--- src/gdo_pkg.sv ---
`timescale 1ns / 1ps

package gdo_pkg;

  localparam int BASE_YEAR_DEF = 1900;
  localparam int YEAR_SPAN_DEF = 512;

  localparam int DAY_W     = 5;
  localparam int MONTH_W   = 4;
  localparam int YEAR_W    = 12;
  localparam int OFF_W     = 19;
  localparam int WDAY_W    = 3;
  localparam int YDAY_W    = 9;
  localparam int NUM_MONTHS = 12;

  // One queued transaction: the source date, the offset and the front's verdict.
  typedef struct packed {
    logic [DAY_W-1:0]       day;
    logic [MONTH_W-1:0]     month;
    logic [YEAR_W-1:0]      year;
    logic signed [OFF_W-1:0] off;
    logic                   bad;
  } item_t;

  typedef enum logic [2:0] {
    ST_IDLE,
    ST_YEAR_IN,
    ST_MONTH_IN,
    ST_ADD,
    ST_YEAR_OUT,
    ST_MONTH_OUT,
    ST_DONE
  } state_t;

  function automatic logic [DAY_W-1:0] month_len(input logic leap,
                                                 input logic [MONTH_W-1:0] month);
    logic [DAY_W-1:0] len;
    case (month)
      4'd1, 4'd3, 4'd5, 4'd7, 4'd8, 4'd10, 4'd12: len = 5'd31;
      4'd4, 4'd6, 4'd9, 4'd11:                   len = 5'd30;
      4'd2:                                      len = leap ? 5'd29 : 5'd28;
      default:                                   len = 5'd0;
    endcase
    return len;
  endfunction

endpackage

--- src/gdo_ifs.sv ---
`timescale 1ns / 1ps

interface gdo_in_if;
  logic                                valid;
  logic                                ready;
  logic [gdo_pkg::DAY_W-1:0]           in_day;
  logic [gdo_pkg::MONTH_W-1:0]         in_month;
  logic [gdo_pkg::YEAR_W-1:0]          in_year;
  logic signed [gdo_pkg::OFF_W-1:0]    offset_days;

  modport source (output valid, in_day, in_month, in_year, offset_days, input ready);
  modport sink   (input valid, in_day, in_month, in_year, offset_days, output ready);
endinterface

interface gdo_out_if;
  logic                          valid;
  logic                          ready;
  logic [gdo_pkg::DAY_W-1:0]     out_day;
  logic [gdo_pkg::MONTH_W-1:0]   out_month;
  logic [gdo_pkg::YEAR_W-1:0]    out_year;
  logic [gdo_pkg::WDAY_W-1:0]    out_weekday;
  logic [gdo_pkg::YDAY_W-1:0]    out_year_day;
  logic                          error;

  modport source (output valid, out_day, out_month, out_year, out_weekday, out_year_day,
                  error, input ready);
  modport sink   (input valid, out_day, out_month, out_year, out_weekday, out_year_day,
                  error, output ready);
endinterface

--- src/gdo_front.sv ---
`timescale 1ns / 1ps

module gdo_front #(
  parameter int BASE_YEAR = gdo_pkg::BASE_YEAR_DEF,
  parameter int YEAR_SPAN = gdo_pkg::YEAR_SPAN_DEF
) (
  input  logic           clk,
  input  logic           rst_n,
  gdo_in_if.sink         in_ch,
  input  logic           q_pop,
  output logic           q_valid,
  output gdo_pkg::item_t q_item
);

  localparam int YW_RAW = $clog2(BASE_YEAR + YEAR_SPAN + 1);
  localparam int YW     = (YW_RAW > gdo_pkg::YEAR_W) ? YW_RAW : gdo_pkg::YEAR_W;

  logic [YW-1:0]  year_ext;
  logic           bad;
  logic           push;
  gdo_pkg::item_t q_r [2];
  logic           wr_ptr_r, wr_ptr_nxt;
  logic           rd_ptr_r, rd_ptr_nxt;
  logic [1:0]     count_r, count_nxt;

  assign year_ext = YW'(in_ch.in_year);

  // Everything that can be judged without the calendar walk is judged here;
  // the day is checked against the month length later, once leap is known.
  assign bad = (year_ext < YW'(BASE_YEAR)) ||
               (year_ext >= YW'(BASE_YEAR + YEAR_SPAN)) ||
               (in_ch.in_month == '0) ||
               (in_ch.in_month > gdo_pkg::MONTH_W'(gdo_pkg::NUM_MONTHS)) ||
               (in_ch.in_day == '0);

  assign in_ch.ready = (count_r != 2'd2);
  assign push        = in_ch.valid && in_ch.ready;
  assign q_valid     = (count_r != 2'd0);
  assign q_item      = q_r[rd_ptr_r];

  always_comb begin
    wr_ptr_nxt = push  ? ~wr_ptr_r : wr_ptr_r;
    rd_ptr_nxt = q_pop ? ~rd_ptr_r : rd_ptr_r;
    count_nxt  = count_r + 2'(push) - 2'(q_pop);
  end

  always_ff @(posedge clk) begin
    if (!rst_n) begin
      wr_ptr_r <= 1'b0;
      rd_ptr_r <= 1'b0;
      count_r  <= 2'd0;
    end else begin
      wr_ptr_r <= wr_ptr_nxt;
      rd_ptr_r <= rd_ptr_nxt;
      count_r  <= count_nxt;
    end
  end

  always_ff @(posedge clk) begin
    if (push) begin
      q_r[wr_ptr_r].day   <= in_ch.in_day;
      q_r[wr_ptr_r].month <= in_ch.in_month;
      q_r[wr_ptr_r].year  <= in_ch.in_year;
      q_r[wr_ptr_r].off   <= in_ch.offset_days;
      q_r[wr_ptr_r].bad   <= bad;
    end
  end

`ifndef SYNTHESIS
  a_pop_nonempty: assert property (@(posedge clk) disable iff (!rst_n)
    q_pop |-> (count_r != 2'd0))
    else $error("queue popped while empty");

  a_count_bound: assert property (@(posedge clk) disable iff (!rst_n)
    (count_r == 2'd2) |=> (count_r != 2'd3))
    else $error("queue count overflow");
`endif

endmodule

--- src/gdo_back.sv ---
`timescale 1ns / 1ps

module gdo_back #(
  parameter int BASE_YEAR = gdo_pkg::BASE_YEAR_DEF,
  parameter int YEAR_SPAN = gdo_pkg::YEAR_SPAN_DEF
) (
  input  logic           clk,
  input  logic           rst_n,
  input  logic           q_valid,
  input  gdo_pkg::item_t q_item,
  output logic           q_pop,
  gdo_out_if.source      out_ch
);

  localparam int YW_RAW = $clog2(BASE_YEAR + YEAR_SPAN + 1);
  localparam int YW     = (YW_RAW > gdo_pkg::YEAR_W) ? YW_RAW : gdo_pkg::YEAR_W;
  localparam int DW     = $clog2((YEAR_SPAN + 1) * 366 + 1);
  localparam int SW     = ((DW > gdo_pkg::OFF_W) ? DW : gdo_pkg::OFF_W) + 2;
  localparam int B4     = BASE_YEAR % 4;
  localparam int B100   = BASE_YEAR % 100;
  localparam int B400   = BASE_YEAR % 400;
  localparam int WB     = BASE_YEAR - 1;
  // Weekday of 1 January of the base year.
  localparam int W0     = (WB + WB / 4 - WB / 100 + WB / 400 + 1) % 7;

  gdo_pkg::state_t state_r, state_nxt;
  gdo_pkg::item_t  item_r, item_nxt;

  logic [YW-1:0]                yy_r, yy_nxt;
  logic [1:0]                   m4_r, m4_nxt;
  logic [6:0]                   m100_r, m100_nxt;
  logic [8:0]                   m400_r, m400_nxt;
  logic [gdo_pkg::MONTH_W-1:0]  mm_r, mm_nxt;
  logic signed [SW-1:0]         cnt_r, cnt_nxt;
  logic [gdo_pkg::WDAY_W-1:0]   wd_r, wd_nxt;
  logic [gdo_pkg::YDAY_W-1:0]   yday_r, yday_nxt;
  logic                         err_r, err_nxt;

  logic                         out_valid_r, out_valid_nxt;
  logic [gdo_pkg::DAY_W-1:0]    o_day_r, o_day_nxt;
  logic [gdo_pkg::MONTH_W-1:0]  o_month_r, o_month_nxt;
  logic [gdo_pkg::YEAR_W-1:0]   o_year_r, o_year_nxt;
  logic [gdo_pkg::WDAY_W-1:0]   o_wday_r, o_wday_nxt;
  logic [gdo_pkg::YDAY_W-1:0]   o_yday_r, o_yday_nxt;
  logic                         o_err_r, o_err_nxt;

  logic                         leap;
  logic [8:0]                   ylen;
  logic [gdo_pkg::DAY_W-1:0]    mlen;
  logic [gdo_pkg::DAY_W-1:0]    in_mlen;
  logic                         year_match;
  logic                         year_longer;
  logic                         month_longer;
  logic signed [SW-1:0]         sum;
  logic                         out_free;

  function automatic logic [gdo_pkg::WDAY_W-1:0] mod7(input logic [5:0] v);
    logic [5:0] r;
    r = v;
    for (int i = 0; i < 5; i++) begin
      if (r >= 6'd7) begin
        r = r - 6'd7;
      end
    end
    return r[gdo_pkg::WDAY_W-1:0];
  endfunction

  // Leap status of yy_r comes from running remainders, so no division is needed.
  assign leap         = (m4_r == 2'd0) && ((m100_r != 7'd0) || (m400_r == 9'd0));
  assign ylen         = leap ? 9'd366 : 9'd365;
  assign mlen         = gdo_pkg::month_len(leap, mm_r);
  assign in_mlen      = gdo_pkg::month_len(leap, item_r.month);
  assign year_match   = (yy_r == YW'(item_r.year));
  assign year_longer  = (cnt_r > $signed(SW'(ylen)));
  assign month_longer = (cnt_r > $signed(SW'(mlen)));
  assign sum          = cnt_r + $signed(SW'(item_r.day)) + SW'(item_r.off);
  assign out_free     = !out_valid_r || out_ch.ready;

  // Next state.
  always_comb begin
    state_nxt = state_r;
    case (state_r)
      gdo_pkg::ST_IDLE: begin
        if (q_valid) begin
          state_nxt = q_item.bad ? gdo_pkg::ST_DONE : gdo_pkg::ST_YEAR_IN;
        end
      end
      gdo_pkg::ST_YEAR_IN: begin
        if (year_match) begin
          state_nxt = (item_r.day > in_mlen) ? gdo_pkg::ST_DONE : gdo_pkg::ST_MONTH_IN;
        end
      end
      gdo_pkg::ST_MONTH_IN: begin
        if (mm_r == item_r.month) begin
          state_nxt = gdo_pkg::ST_ADD;
        end
      end
      gdo_pkg::ST_ADD: begin
        state_nxt = (sum < $signed(SW'(1))) ? gdo_pkg::ST_DONE : gdo_pkg::ST_YEAR_OUT;
      end
      gdo_pkg::ST_YEAR_OUT: begin
        if (!year_longer) begin
          state_nxt = gdo_pkg::ST_MONTH_OUT;
        end else if (yy_r == YW'(BASE_YEAR + YEAR_SPAN - 1)) begin
          state_nxt = gdo_pkg::ST_DONE;
        end
      end
      gdo_pkg::ST_MONTH_OUT: begin
        if (!((mm_r < gdo_pkg::MONTH_W'(gdo_pkg::NUM_MONTHS)) && month_longer)) begin
          state_nxt = gdo_pkg::ST_DONE;
        end
      end
      gdo_pkg::ST_DONE: begin
        if (out_free) begin
          state_nxt = gdo_pkg::ST_IDLE;
        end
      end
      default: state_nxt = gdo_pkg::ST_IDLE;
    endcase
  end

  // Datapath and outputs.
  always_comb begin
    q_pop         = 1'b0;
    item_nxt      = item_r;
    yy_nxt        = yy_r;
    m4_nxt        = m4_r;
    m100_nxt      = m100_r;
    m400_nxt      = m400_r;
    mm_nxt        = mm_r;
    cnt_nxt       = cnt_r;
    wd_nxt        = wd_r;
    yday_nxt      = yday_r;
    err_nxt       = err_r;
    out_valid_nxt = out_valid_r && !out_ch.ready;
    o_day_nxt     = o_day_r;
    o_month_nxt   = o_month_r;
    o_year_nxt    = o_year_r;
    o_wday_nxt    = o_wday_r;
    o_yday_nxt    = o_yday_r;
    o_err_nxt     = o_err_r;
    case (state_r)
      gdo_pkg::ST_IDLE: begin
        if (q_valid) begin
          q_pop    = 1'b1;
          item_nxt = q_item;
          err_nxt  = q_item.bad;
          yy_nxt   = YW'(BASE_YEAR);
          m4_nxt   = 2'(B4);
          m100_nxt = 7'(B100);
          m400_nxt = 9'(B400);
          cnt_nxt  = '0;
        end
      end
      gdo_pkg::ST_YEAR_IN: begin
        if (year_match) begin
          mm_nxt = gdo_pkg::MONTH_W'(1);
          if (item_r.day > in_mlen) begin
            err_nxt = 1'b1;
          end
        end else begin
          cnt_nxt  = cnt_r + $signed(SW'(ylen));
          yy_nxt   = yy_r + YW'(1);
          m4_nxt   = m4_r + 2'd1;
          m100_nxt = (m100_r == 7'd99)  ? 7'd0 : m100_r + 7'd1;
          m400_nxt = (m400_r == 9'd399) ? 9'd0 : m400_r + 9'd1;
        end
      end
      gdo_pkg::ST_MONTH_IN: begin
        if (mm_r != item_r.month) begin
          cnt_nxt = cnt_r + $signed(SW'(mlen));
          mm_nxt  = mm_r + gdo_pkg::MONTH_W'(1);
        end
      end
      gdo_pkg::ST_ADD: begin
        if (sum < $signed(SW'(1))) begin
          err_nxt = 1'b1;
        end else begin
          cnt_nxt  = sum;
          yy_nxt   = YW'(BASE_YEAR);
          m4_nxt   = 2'(B4);
          m100_nxt = 7'(B100);
          m400_nxt = 9'(B400);
          wd_nxt   = gdo_pkg::WDAY_W'(W0);
        end
      end
      gdo_pkg::ST_YEAR_OUT: begin
        if (year_longer) begin
          cnt_nxt  = cnt_r - $signed(SW'(ylen));
          yy_nxt   = yy_r + YW'(1);
          m4_nxt   = m4_r + 2'd1;
          m100_nxt = (m100_r == 7'd99)  ? 7'd0 : m100_r + 7'd1;
          m400_nxt = (m400_r == 9'd399) ? 9'd0 : m400_r + 9'd1;
          wd_nxt   = mod7(6'(wd_r) + (leap ? 6'd2 : 6'd1));
          if (yy_r == YW'(BASE_YEAR + YEAR_SPAN - 1)) begin
            err_nxt = 1'b1;
          end
        end else begin
          mm_nxt   = gdo_pkg::MONTH_W'(1);
          yday_nxt = cnt_r[gdo_pkg::YDAY_W-1:0];
        end
      end
      gdo_pkg::ST_MONTH_OUT: begin
        if ((mm_r < gdo_pkg::MONTH_W'(gdo_pkg::NUM_MONTHS)) && month_longer) begin
          cnt_nxt = cnt_r - $signed(SW'(mlen));
          mm_nxt  = mm_r + gdo_pkg::MONTH_W'(1);
          // A month of 28 + k days moves the weekday on by k.
          wd_nxt  = mod7(6'(wd_r) + 6'(mlen - 5'd28));
        end else begin
          wd_nxt = mod7(6'(wd_r) + 6'(cnt_r[gdo_pkg::DAY_W-1:0]) - 6'd1);
        end
      end
      gdo_pkg::ST_DONE: begin
        if (out_free) begin
          out_valid_nxt = 1'b1;
          o_err_nxt     = err_r;
          if (err_r) begin
            o_day_nxt   = '0;
            o_month_nxt = '0;
            o_year_nxt  = '0;
            o_wday_nxt  = '0;
            o_yday_nxt  = '0;
          end else begin
            o_day_nxt   = cnt_r[gdo_pkg::DAY_W-1:0];
            o_month_nxt = mm_r;
            o_year_nxt  = yy_r[gdo_pkg::YEAR_W-1:0];
            o_wday_nxt  = wd_r;
            o_yday_nxt  = yday_r;
          end
        end
      end
      default: begin
        q_pop = 1'b0;
      end
    endcase
  end

  always_ff @(posedge clk) begin
    if (!rst_n) begin
      state_r     <= gdo_pkg::ST_IDLE;
      out_valid_r <= 1'b0;
    end else begin
      state_r     <= state_nxt;
      out_valid_r <= out_valid_nxt;
    end
  end

  always_ff @(posedge clk) begin
    item_r    <= item_nxt;
    yy_r      <= yy_nxt;
    m4_r      <= m4_nxt;
    m100_r    <= m100_nxt;
    m400_r    <= m400_nxt;
    mm_r      <= mm_nxt;
    cnt_r     <= cnt_nxt;
    wd_r      <= wd_nxt;
    yday_r    <= yday_nxt;
    err_r     <= err_nxt;
    o_day_r   <= o_day_nxt;
    o_month_r <= o_month_nxt;
    o_year_r  <= o_year_nxt;
    o_wday_r  <= o_wday_nxt;
    o_yday_r  <= o_yday_nxt;
    o_err_r   <= o_err_nxt;
  end

  assign out_ch.valid        = out_valid_r;
  assign out_ch.out_day      = o_day_r;
  assign out_ch.out_month    = o_month_r;
  assign out_ch.out_year     = o_year_r;
  assign out_ch.out_weekday  = o_wday_r;
  assign out_ch.out_year_day = o_yday_r;
  assign out_ch.error        = o_err_r;

`ifndef SYNTHESIS
  a_err_zero: assert property (@(posedge clk) disable iff (!rst_n)
    (out_valid_r && o_err_r) |-> ((o_day_r == '0) && (o_month_r == '0) &&
                                  (o_year_r == '0) && (o_yday_r == '0) &&
                                  (o_wday_r == '0)))
    else $error("error transaction carries nonzero fields");

  a_ok_fields: assert property (@(posedge clk) disable iff (!rst_n)
    (out_valid_r && !o_err_r) |-> ((o_month_r != '0) && (o_day_r != '0) &&
                                   (o_wday_r < 3'd7) && (o_yday_r != '0)))
    else $error("good transaction with out-of-range fields");

  a_pop_idle: assert property (@(posedge clk) disable iff (!rst_n)
    q_pop |=> (state_r != gdo_pkg::ST_IDLE))
    else $error("engine stayed idle after taking a queued item");
`endif

endmodule

--- src/gregorian_date_offset_core.sv ---
`timescale 1ns / 1ps

// Adds a signed day offset to a Gregorian date and returns the new date, its day of year
// and its weekday (0 is Sunday), or the error flag with all other fields zero when the source
// date is invalid or the result leaves the years BASE_YEAR to BASE_YEAR + YEAR_SPAN - 1.
// A front stage checks each transaction and places it in a two-entry queue; a back engine
// walks the calendar one year or one month per clock. It works on one item at a time,
// while the queue goes on taking new transactions until it is full; the year-by-year
// walk sets how long an item takes.
module gregorian_date_offset_core #(
  parameter int BASE_YEAR = gdo_pkg::BASE_YEAR_DEF,
  parameter int YEAR_SPAN = gdo_pkg::YEAR_SPAN_DEF
) (
  input  logic      clk,
  input  logic      rst_n,
  gdo_in_if.sink    in_ch,
  gdo_out_if.source out_ch
);

  logic           q_valid;
  logic           q_pop;
  gdo_pkg::item_t q_item;

  gdo_front #(
    .BASE_YEAR (BASE_YEAR),
    .YEAR_SPAN (YEAR_SPAN)
  ) u_front (
    .clk     (clk),
    .rst_n   (rst_n),
    .in_ch   (in_ch),
    .q_pop   (q_pop),
    .q_valid (q_valid),
    .q_item  (q_item)
  );

  gdo_back #(
    .BASE_YEAR (BASE_YEAR),
    .YEAR_SPAN (YEAR_SPAN)
  ) u_back (
    .clk     (clk),
    .rst_n   (rst_n),
    .q_valid (q_valid),
    .q_item  (q_item),
    .q_pop   (q_pop),
    .out_ch  (out_ch)
  );

endmodule

--- src/flat_wrapper.sv ---
// flat-port wrapper written by rule: the top's interface ports become plain ports
module gregorian_date_offset_core_flat 
#(
  parameter int BASE_YEAR = gdo_pkg::BASE_YEAR_DEF,
  parameter int YEAR_SPAN = gdo_pkg::YEAR_SPAN_DEF
)
  (clk, rst_n, in_ch_valid, in_ch_in_day, in_ch_in_month, in_ch_in_year, in_ch_offset_days, in_ch_ready, out_ch_valid, out_ch_out_day, out_ch_out_month, out_ch_out_year, out_ch_out_weekday, out_ch_out_year_day, out_ch_error, out_ch_ready);
  gdo_in_if in_ch_i ();
  gdo_out_if out_ch_i ();
  input  logic clk;
  input  logic rst_n;
  input wire logic [$bits(in_ch_i.valid)-1:0] in_ch_valid;
  input wire logic [$bits(in_ch_i.in_day)-1:0] in_ch_in_day;
  input wire logic [$bits(in_ch_i.in_month)-1:0] in_ch_in_month;
  input wire logic [$bits(in_ch_i.in_year)-1:0] in_ch_in_year;
  input wire logic [$bits(in_ch_i.offset_days)-1:0] in_ch_offset_days;
  output wire logic [$bits(in_ch_i.ready)-1:0] in_ch_ready;
  output wire logic [$bits(out_ch_i.valid)-1:0] out_ch_valid;
  output wire logic [$bits(out_ch_i.out_day)-1:0] out_ch_out_day;
  output wire logic [$bits(out_ch_i.out_month)-1:0] out_ch_out_month;
  output wire logic [$bits(out_ch_i.out_year)-1:0] out_ch_out_year;
  output wire logic [$bits(out_ch_i.out_weekday)-1:0] out_ch_out_weekday;
  output wire logic [$bits(out_ch_i.out_year_day)-1:0] out_ch_out_year_day;
  output wire logic [$bits(out_ch_i.error)-1:0] out_ch_error;
  input wire logic [$bits(out_ch_i.ready)-1:0] out_ch_ready;
  assign in_ch_i.valid = in_ch_valid;
  assign in_ch_i.in_day = in_ch_in_day;
  assign in_ch_i.in_month = in_ch_in_month;
  assign in_ch_i.in_year = in_ch_in_year;
  assign in_ch_i.offset_days = in_ch_offset_days;
  assign in_ch_ready = in_ch_i.ready;
  assign out_ch_valid = out_ch_i.valid;
  assign out_ch_out_day = out_ch_i.out_day;
  assign out_ch_out_month = out_ch_i.out_month;
  assign out_ch_out_year = out_ch_i.out_year;
  assign out_ch_out_weekday = out_ch_i.out_weekday;
  assign out_ch_out_year_day = out_ch_i.out_year_day;
  assign out_ch_error = out_ch_i.error;
  assign out_ch_i.ready = out_ch_ready;
  gregorian_date_offset_core #(.BASE_YEAR(BASE_YEAR), .YEAR_SPAN(YEAR_SPAN)) u_core (.clk(clk), .rst_n(rst_n), .in_ch(in_ch_i), .out_ch(out_ch_i));
endmodule
--- config.mk ---
export PLATFORM = sky130hd
export DESIGN_NAME = gregorian_date_offset_core_flat
export DESIGN_NICKNAME = d
export VERILOG_FILES = /design/src/gdo_pkg.sv /design/src/gdo_ifs.sv /design/src/gdo_front.sv /design/src/gdo_back.sv /design/src/gregorian_date_offset_core.sv /design/src/flat_wrapper.sv
export SDC_FILE = /design/constraint.sdc
export NUM_CORES = 1
export LEC_CHECK = 0
export ABC_AREA = 1
export BUFFER_PORTS_ARGS = -buffer_cell sky130_fd_sc_hd__buf_2
export CORE_UTILIZATION = 65
export CTS_CLUSTER_DIAMETER = 200
export DETAILED_ROUTE_END_ITERATION = 10
export GPL_ROUTABILITY_DRIVEN = 0
export GPL_TIMING_DRIVEN = 0
export PLACE_DENSITY = 0.84
export SLEW_MARGIN = 20
export SYNTH_ARGS = -nofsm -noshare
export SYNTH_HDL_FRONTEND = slang
export SYNTH_SLANG_ARGS = --single-unit
--- constraint.sdc ---
create_clock -name clk -period 11 [get_ports clk]
set_input_delay 0 -clock clk [delete_from_list [all_inputs] [get_ports clk]]
set_output_delay 0 -clock clk [all_outputs]
set_load 0.01 [all_outputs]
# Word-level counts from Yosys, hierarchy flattened
# Memories as Yosys holds them, arrays and structs flattened. A register that Yosys moved wholly into a read port is not among the register bits.
# Cells that the tools add are included.
# word_totals
input_bits	44
mem_bits_rw	82
reg_bits	150
memories	1
out_inout_bits	36
# op_classes
mux	108
n_bitwise	3
order_cmp	23
reduce_logical	36
n_eq_ne	52
addsub	33
# mem_list
name	words	word_bits	rd	rd_ports_with_merged_regs	write_ports	line	text
u_core.u_front.q_r	2	41	1	1	1	gdo_front.sv:21	gdo_pkg::item_t q_r [2];
# ops
op	count
6-bit two-way mux	36
21-bit two-way mux	6
21-bit case mux with 6 select lines	1
6-bit by 3-bit >= comparator with 1-bit output (second input constant)	14
6-bit by 3-bit subtractor with 6-bit output (second input constant)	11
12-bit two-way mux	4
12-bit case mux with 4 select lines	1
3-bit two-way mux	15
9-bit two-way mux	5
21-bit by 6-bit adder with 21-bit output	2
4-bit == test (second input constant)	10
9-bit case mux with 4 select lines	1
7-bit two-way mux	5
4-bit by 3-bit == test with 1-bit output (second input constant)	8
5-bit case mux with 3 select lines	2
2-bit inequality test (second input constant)	14
7-bit case mux with 4 select lines	1
21-bit by 10-bit adder with 21-bit output	1
21-bit by 19-bit adder with 21-bit output	1
21-bit by 10-bit > comparator with 1-bit output	1
21-bit by 6-bit > comparator with 1-bit output	1
21-bit by 2-bit < comparator with 1-bit output (second input constant)	1
3-bit case mux with 7 select lines	1
21-bit by 10-bit subtractor with 21-bit output	1
other kinds (62)	112

# Depth between registers and ports, before layout
# Gate-level depths: netlist (run 1).
# logic_depth
word_depth	27
depth_mapped	43
ltp_nobuf	43

# Cells and area by module
# From an unflattened synthesis (run 1), not the netlist that was laid out.
# hier_totals
hier_cells	1686
hier_area_um2	15325.9
# modules_own_cells
mod	n_inst	area_each_um2	cells_per_inst
gdo_back	1	11785.1	1489
gdo_front	1	3540.9	197

# Worst setup path before layout (run 1)
# No wires, ideal clock.
# synth_timing
kind	register -> register
startpoint	reg u_core.u_back.m400_r[6]
endpoint	reg u_core.u_back.wd_r[0] (netlist name), data pin
period_less_slack_ns	5.563
t_arrival_ns	5.310
setup_time_ns	0.253
path_slack_ns	5.437
stages_incl_launch_ff	37
path_cell_list	edfxtp_1 > nor3_1 > nand4_1 > nand4_1 > nand2_1 > o21ai_0 > ha_1 > ha_1 > fa_1 > a21oi_2 > nand4_4 > o21ai_2 > ha_1 > nand3_2 > nand3_4 > nand3_1 > nand2_1 > ha_1 > nand3_2 > inv_1 > nor2_1 > nand3_1 > nand2_1 > ha_1 > nand3_2 > nand2_2 > nor2_4 > inv_1 > nand2_1 > nand2_1 > inv_1 > ha_1 > nand3_2 > nand3_1 > nand2_1 > nand3_1 > nand2_1
# synth_between
elab_chain_len	27
elab_cells_between_ends	60
cone_classes	13 x add/sub; 11 x order compare; 32 x mux; 4 x reduce/logical
# synth_rtl
item	line	text
from (decl)	gdo_back.sv:32	logic [8:0] m400_r, m400_nxt;
from (signal assigned)	gdo_back.sv:253	m400_r <= m400_nxt;
9-bit zero test *	gdo_back.sv:69	assign leap = (m4_r == 2'd0) && ((m100_r != 7'd0) || (m400_r == 9'd0));
1-bit logical OR *	gdo_back.sv:69	
1-bit logical AND *	gdo_back.sv:69	
1-bit two-way mux	gdo_pkg.sv:41	4'd2: len = leap ? 5'd29 : 5'd28;
5-bit case mux with 3 select lines	gdo_pkg.sv:38	case (month)
5-bit by 5-bit subtractor with 6-bit output	gdo_back.sv:208	wd_nxt = mod7(6'(wd_r) + 6'(mlen - 5'd28));
3-bit by 6-bit adder with 6-bit output	gdo_back.sv:208	
6-bit by 3-bit subtractor with 6-bit output or 6-bit by 3-bit >= comparator with 1-bit output (tied branches)	gdo_back.sv:62, gdo_back.sv:61	
[12 not listed]	-	
6-bit two-way mux	gdo_back.sv:61	if (r >= 6'd7) begin
6-bit two-way mux	gdo_back.sv:204	if ((mm_r < gdo_pkg::MONTH_W'(gdo_pkg::NUM_MONTHS)) && month_longer) begin
6-bit two-way mux	gdo_back.sv:142	case (state_r)
6-bit by 3-bit >= comparator with 1-bit output or 3-bit subtractor (tied branches)	gdo_back.sv:61, gdo_back.sv:62	
3-bit two-way mux	gdo_back.sv:61	
3-bit two-way mux	gdo_back.sv:204	
3-bit case mux with 3 select lines *	gdo_back.sv:142	
named net u_core.u_back.wd_nxt, one bit	gdo_back.sv:35	logic [gdo_pkg::WDAY_W-1:0] wd_r, wd_nxt;
to (signal assigned)	gdo_back.sv:256	wd_r <= wd_nxt;
to (decl)	gdo_back.sv:35	
# The timed path passes the listed nets; every way through them passes the cells marked *. The select of a mux whose other input is x is not followed.
# A chain may end at the register's enable or synchronous reset.

# Final worst setup path (run 1)
# layout_timing
startpoint	reg u_core.u_back.m400_r[6]
endpoint	reg u_core.u_back.wd_r[1] (netlist name), data pin
# Same word-level chain as after synthesis.

==> summary.md, run 1 <==
| Metric | Value |
|---|---|
| CP Data Required Time | about 11 ns |
| Synth Area in Simple Gates | 0.214 |
| Most Crowded Layer GR | met2 |
| Synthesized flop and latch total | ~230 |
| Commonest cells after routing, fill and taps aside | nand2_1 (268), inv_1 (241), edfxtp_1 (224), nor2_1 (178), nand3_1 (98) |
| Diode count | 0 |
| Setup TNS | 0 ns |
| DRT iter0 DRCs | about 1000 |
| Routed WL per cell | roughly 17 um |
| Initial antenna violation count | 0 |
| Pins Over Slew Limit | 0 |
| RR Endpoint | u_core.u_back.wd_r[1] |
| Clk sinks | about 230 |
| Gr usage total | 0.311 |
| Vias/cell | approximately 5.9 |
| Mapped Cells | 1648 |
| Final Critical Period | around 7 ns |
| IO Count | 80 |
| Full die area | approximately 24000 um^2 |
| Post-CTS sizing | 0 |
| Crit-path max FO | 7 |
| Critical Path AT | 7.14 ns |
| Max-slew headroom | 0.453 |
| Syn avg cell area | slightly above 9 um^2 |
| Clock Path Buffers | 3 |
| Row count | 55 |
| Number of global-route vias before repair | ~12000 |
| Mapped cell area | 15000 um^2 |
| Buffers added on ports | ~80 |
| Crit path from | u_core.u_back.m400_r[6] |
| Hold bufs inserted after CTS | 42 |
| GRT Residual Overflow | 0 |
| Area growth syn-to-layout | 14.2% |
| Final WL | ~36000 um |
| Startpoint Class | flop |
| Ys flop type | edfxtp_1 |
| DR vias | ~12000 |
| Peak Freq | 146 MHz |
| CP endpoint kind | flop |
| Max-cap viol count | 0 |
| Final Hold Viols | 0 |
| RSZ-0062 raised after global routing | no |
| H-tree depth | 1 |
| Share of flip-flops with an asynchronous set or reset | 0 |
| Post-route DRC | 0 |
| Worst slew pin tran | approximately 0.82 ns |
| Net Count, Synth | 1800 |
| Most common cell after layout, fill and taps aside | nand2_1 |
| Clock Pin Slew Worst Setup and Hold Paths | 0.07 ns |
| DRT Pass-1 Iters | 6 |
| CTS Buf Count | 24 |
| Worst setup endpoint | u_core.u_back.wd_r[1] |
| Root Buffer | clkbuf_16 |
| Worst stage delay on the critical path | 0.53 ns |
| Multiplexer area fraction after synthesis | 0.0306 |
| Clock skew | between 0.015 and 0.02 ns |
| Fin nets | slightly below 2000 |
| R2r startpoint | u_core.u_back.m400_r[6] |
| Critical path's most frequent cell | ha_1 |
| Reg2reg setup slack | between 4 and 5 ns |
| Met1 GRT Util | 0.385 |
| Post-route ant nets | 0 |
| Fin Hold WS | roughly 0.084 ns |
| Largest family of logic cells by synthesized area | simple AND/OR/NAND/NOR gates |
| Hold crit path type | input pin to flop |
| Layout cells sized above 1 | 0.139 |
| Post-DP HPWL | between 20000 and 30000 um |
| Status | complete, no violations |
| Synth Area in XOR/XNOR | 0.0393 |
| Initial Utilization | 0.665 |
| Die Y | 154 um |
| Yosys warns | 0 |
| Final setup vio count | 0 |
| TritonCTS clock tree | built |
| Crit-path slowest cell | fa_1 |
| Synthesized-area fraction occupied by ao, oa, aoi and oai cells | 0.0930 |
| Sequential area share after synthesis | 0.459 |
| Met3 GRT Util | 0.0355 |
| Post-CTS setup buffers | 0 |
| FF-to-FF path depth | 34 |
| Core ar. | 22600 um^2 |
| Critical path class | flop to flop |
| Die Width | 154 um |
| First-pass GRT wire length | between 50000 and 60000 um |
| Number of synthesized flops with an enable pin | between 200 and 250 |
| Post-synthesis adder-cell area fraction | 0.0958 |
| Maximum number of pins on one net before global-route repair | 28 |
| Fin crit share | 0.623 |
| Post-synth cell types | between 60 and 70 |
| Later-pin clock latency in the skew report | approximately 0.55 ns |
| Met2 GRT Util | 0.554 |
-- through the flow --
stage | utilization | setup WS [ns] | std cells | instance area, um^2
floorplan | - | 5.44 | 1648 | 15000
global placement | 0.698 | 4.54 | 2012 | 15800
detailed placement | 0.706 | 4.36 | 2019 | 16000
CTS | 0.758 | 4.30 | 2104 | 17200
global route | 0.759 | 3.73 | 2104 | 17200
finish | 0.759 | 4.15 | 2104 | 17200
-- sequential cells by signal, summed over array words and instances (netlist names), 9 cells and up, named ones only --
name	flops
u_core.u_back.cnt_r	21
u_core.u_back.yday_r	9
u_core.u_back.m400_r	9
u_core.u_front.q_r	82
u_core.u_back.out_ch.out_year	12
u_core.u_back.yy_r	12
u_core.u_back.item_r	40
u_core.u_back.out_ch.out_year_day	9
-- synth_stat cells (4+ instances only) --
master	n	area [um^2]
nand3b_1	4	30.0
nand2_2	26	163
o2111ai_1	9	78.8
a21oi_1	83	415
o22ai_1	5	31.3
o21ai_2	4	35.0
o31ai_1	4	30.0
ha_1	96	1200
nand4_1	31	194
xor2_1	34	298
nor2_1	181	679
nor4_1	7	43.8
xnor2_1	28	245
o21ai_0	70	350
fa_1	12	240
mux2_2	40	450
inv_2	8	30.0
clkbuf_1	14	52.6
o21bai_1	7	52.6
a31oi_1	7	43.8
buf_1	4	15.0
dfxtp_1	9	180
nand3_1	98	490
or2_2	4	25.0
o21ai_1	6	30.0
edfxtp_1	224	6730
nor2_2	5	31.3
a21oi_2	4	35.0
clkinv_1	5	18.8
nand3_2	16	160
nand2_1	268	1010
nor3_1	31	155
o211ai_1	8	60.1
o221ai_1	4	35.0
inv_1	241	905
-- worst min path at each step --
stage / from / to / slack (ns) / cells after the start
4_1_cts: in_ch_valid / u_core.u_front.count_r[0] / 0.08 / 6
5_1_grt: in_ch_valid / u_core.u_front.q_r[0][20] / 0.14 / 3
3_5_place_dp: in_ch_offset_days[18] / u_core.u_front.q_r[1][19] / 0.19 / 1
2_1_floorplan: rst_n / u_core.u_front.count_r[0] / 0.09 / 2
6_report: in_ch_valid / u_core.u_front.wr_ptr_r / 0.08 / 5
3_3_place_gp: in_ch_offset_days[7] / u_core.u_front.q_r[0][8] / 0.19 / 1
-- worst max-delay path: cells and delay by family, from the launching register on --
family	cells	cell delay [ns]
AO/OA/AOI/OAI	3	1.12
adder cells (fa/ha/maj)	7	1.91
buffers and inverters	2	0.16
flip-flops	1	0.41
AND/OR/NAND/NOR	22	2.98
-- routing by layer --
layer | share of wire | wire (um)
met1 | 0.40 | 14400
met2 | 0.50 | 17900
met3 | 0.068 | 2460
met4 | 0.038 | 1390
met5 | 0 | 0
-- layout make-up --
cell class	count	area, um^2
flip-flops and latches	233	6910
inverters	256	965
clock inverters	9	101
clock buffers	34	658
fillers	1445	5460
multi-input cells	1141	7170
repair buffers	128	957
well taps	285	357
plain buffers	18	67.6
-- cell families (layout without fill, tap and decap cells) --
family | count (synthesis) | after routing
xor gates and xnor gates | 65 | 65
buffers and inverters | 274 | 445
DFF | 233 | 233
AOI/OAI and AO/OA | 234 | 234
muxes | 41 | 41
and+or+nand+nor | 693 | 693
adders and majority gates | 108 | 108
Power of run 1 is left out: the tool's default activity adds up to more than one toggle a clock period on the data nets, which glitch-free logic cannot reach.
==> inputs of run 2 (changes only) <==
- ABC_AREA: 1 -> 0
- CORE_UTILIZATION: 65 -> 57
- PLACE_DENSITY: 0.84 -> 0.78
- clock period: 11 -> 6.22 ns (I/O delays scaled with it)
==> run 2 against run 1 <==
Effect of this change:
- critical endpoint is now u_core.u_back.wd_r[0]
- via count rose by 4.6%
- clock-buffer cell count is 5 lower
- fmax is 12% lower
- area after synthesis rose by 3.6%
- global-route usage down 4.1 points
- cell area grew 10%
- final cell count down 1.3%
- clock skew is 0.012 ns higher
- the flow now finishes with violations (negative setup slack)
- sequential share of layout area shrank 3.8 points
- routed wire length grew 6.2%
- hold slack got worse by 0.038 ns
==> summary.md, run 2 <==
| Metric | Value |
|---|---|
| Synth top area share | 0.431 |
| Top layer reached by signal wires | met4 |
| Initial Utilization | 0.580 |
| Setup WS post-layout | -1.55 ns |
| Fin nets | roughly 1900 |
| Fin Hold WS | 0.0458 ns |
| Critical path's most frequent cell | ha_4 |
| Status | finished with violations |
| Startpoint Class | flop |
| Syn avg cell area | around 10 um^2 |
| Routed WL per cell | 18.5 um |
| Post-DP HPWL | 26800 um |
| Later-pin clock latency in the skew report | roughly 0.55 ns |
| DRT iter0 DRCs | between 1000 and 1500 |
| Mapped cell area | about 16000 um^2 |
| Most common cell after layout, fill and taps aside | edfxtp_1 |
| Buffers added on ports | 79 |
| CTS Buf Count | 25 |
| Final Hold Viols | 0 |
| Worst stage delay on the critical path | roughly 0.55 ns |
| Clock Pin Slew Worst Setup and Hold Paths | approximately 0.07 ns |
| IO Count | 80 |
| Post-route DRC | 0 |
| WL met3 | approximately 2900 um |
| GRT Residual Overflow | 0 |
| Clock skew | ~0.03 ns |
| Full die area | roughly 28000 um^2 |
| First-pass GRT wire length | roughly 60000 um |
| Die Y | around 170 um |
| Vias/cell | 6.25 |
| CP endpoint kind | flop |
| Root Buffer | clkbuf_16 |
| Post-route ant nets | 0 |
| Commonest cells after routing, fill and taps aside | edfxtp_1 (224), nor2_1 (120), nand2_1 (85), buf_2 (80), ha_1 (77) |
| Commonest cells post-synth | edfxtp_1 (224), nor2_1 (125), ha_1 (96) |
| Crit-path max FO | 9 |
| Final setup vio count | 3 |
| Gr usage total | 0.270 |
| Row count | 60 |
| Max-slew headroom | 0.239 |
| Max-cap viol count | 0 |
| DR vias | roughly 13000 |
| Ys flop type | edfxtp_1 |
| DRT Pass-1 Iters | 5 |
| Synthesized flop and latch total | 233 |
| Clock Path Buffers | 3 |
| Area growth syn-to-layout | 21.5% |
| Critical path class | flop to flop |
| Met2 wire len | 18600 um |
| H-tree depth | 1 |
| Final WL | a little under 40000 um |
| TritonCTS clock tree | built |
| Largest regs | u_core.u_front.q_r (82), u_core.u_back.item_r (40), u_core.u_back.cnt_r (21) |
| Hold crit path type | input pin to flop |
| Final Critical Period | just under 8 ns |
| Sequential area share after synthesis | 0.443 |
| Share of flip-flops with an asynchronous set or reset | 0 |
| Peak Freq | approximately 130 MHz |
| Mapped Cells | ~1500 |
| CP Data Required Time | between 6 and 7 ns |
| Area leader, netlist | edfxtp_1 |
| Largest cells by area after synthesis | edfxtp_1 (43%), ha_1 (7.7%), xnor2_1 (3.9%), mux2_2 (3.5%), nor2_1 (3.0%) |
| Initial antenna violation count | 0 |
| Post-synth cell types | between 90 and 100 |
| Failing checks | negative setup slack |
| Met1 wire length | roughly 16000 um |
| Diode count | 0 |
| Core ar. | around 27000 um^2 |
| Fin crit share | 1.25 |
| CP delay by family, top | simple AND/OR/NAND/NOR gates |
| Count leader, synth | edfxtp_1 |
| Yosys warns | 0 |
| Crit-path slowest cell | or4_4 |
| Number of synthesized flops with an enable pin | 224 |
| Pins Over Slew Limit | 0 |
| Largest Register | u_core.u_front.q_r |
| Worst slew pin tran | 1.14 ns |
| Clk sinks | around 230 |
| Die Width | roughly 170 um |
| Fillers | 1879 |
| Critical Path AT | between 8 and 9 ns |
| Maximum number of pins on one net before global-route repair | 35 |
| Layout cells sized above 1 | 0.209 |
| RSZ-0062 raised after global routing | yes |
| Net Count, Synth | 1654 |
| Max FFs per register | 82 |
| Crit path buf inv count | 5 |
| Number of global-route vias before repair | roughly 12000 |
run 2: cell types whose count changed after synthesis, sizes merged, moves of 18 or more:
cell / previous run / this run
nand2: 297 / 90
inv: 250 / 76
nand3: 117 / 40
nor2: 190 / 125
xnor2: 28 / 69
nor2b: 1 / 37
and3: 0 / 35
clkbuf: 14 / 44
a21o: 3 / 32
and2: 2 / 22
nand4: 32 / 14
run 2: cells by family (layout without fill, tap and decap cells):
logic type	after synthesis	count (layout)	synth area share
AOI/OAI and AO/OA	380	380	0.169
and+or+nand+nor	479	479	0.158
buffers and inverters	137	370	0.0347
xor gates and xnor gates	101	101	0.0567
adders and majority gates	108	108	0.0924
muxes	64	64	0.0460
DFF	233	233	0.443
run 2: worst register-to-register path, delay by kind of cell, from the launching register on:
kind	cells	cell delay, ns
buffers and inverters	5	0.68
xor gates and xnor gates	2	0.40
adders and majority gates	8	1.72
AOI/OAI and AO/OA	6	1.04
and+or+nand+nor	11	2.53
DFF	1	0.48
muxes	2	0.67
run 2: path summary, 6_finish.rpt:
kind	from	endpoint	slack (ns)	cells past startpoint
worst min-delay path	in_ch_valid	u_core.u_front.q_r[0][37]	0.05	3
worst min register to register	u_core.u_back.yday_r[8]	u_core.u_back.out_ch.out_year_day[8]	0.54	1
worst max-delay path	u_core.u_back.mm_r[0]	u_core.u_back.wd_r[0]	-1.55	34
worst max register to register	u_core.u_back.mm_r[0]	u_core.u_back.wd_r[0]	-1.55	34
run 2: timing repair:
action | CTS | global route
hold endpoints to repair | 91 | 0
pin swaps | 28 | 28
setup buffers | 33 | 27
gates resized for setup | 40 | 29
hold buffers | 43 | 0
setup endpoints to repair | 3 | 23
run 2: metal layers:
metal | GRT usage | vias up
met4 | 0.0893 | 0
met1 | 0.356 | 6174
met5 | 0 | -
met2 | 0.464 | 588
li1 | - | 6097
met3 | 0.0314 | 107
run 2: through the flow:
stage	worst slack, ns	TNS, ns	utilization	cells	area (um^2)
after global placement	-2.05	-64.79	0.624	1922	16800
after floorplan	-1.29	-3.81	-	1502	15900
after global routing	-1.76	-5.16	0.705	2076	18900
final	-1.55	-4.44	0.705	2076	18900
after detailed placement	-2.15	-6.33	0.630	1933	16900
after CTS	-1.53	-4.41	0.693	2054	18600
run 2: cell type report:
type                       count  area (um^2)  area share
inverter                      79          312      0.0164
clock inverter                17          188     0.00990
tap                          341          427      0.0225
clock buffer                  29          641      0.0338
buffer                        53          275      0.0145
multi-input combinational   1132         8780       0.463
timing repair buffer         192         1420      0.0749
sequential                   233         6910       0.365
Power of run 2 is left out for the same reason.
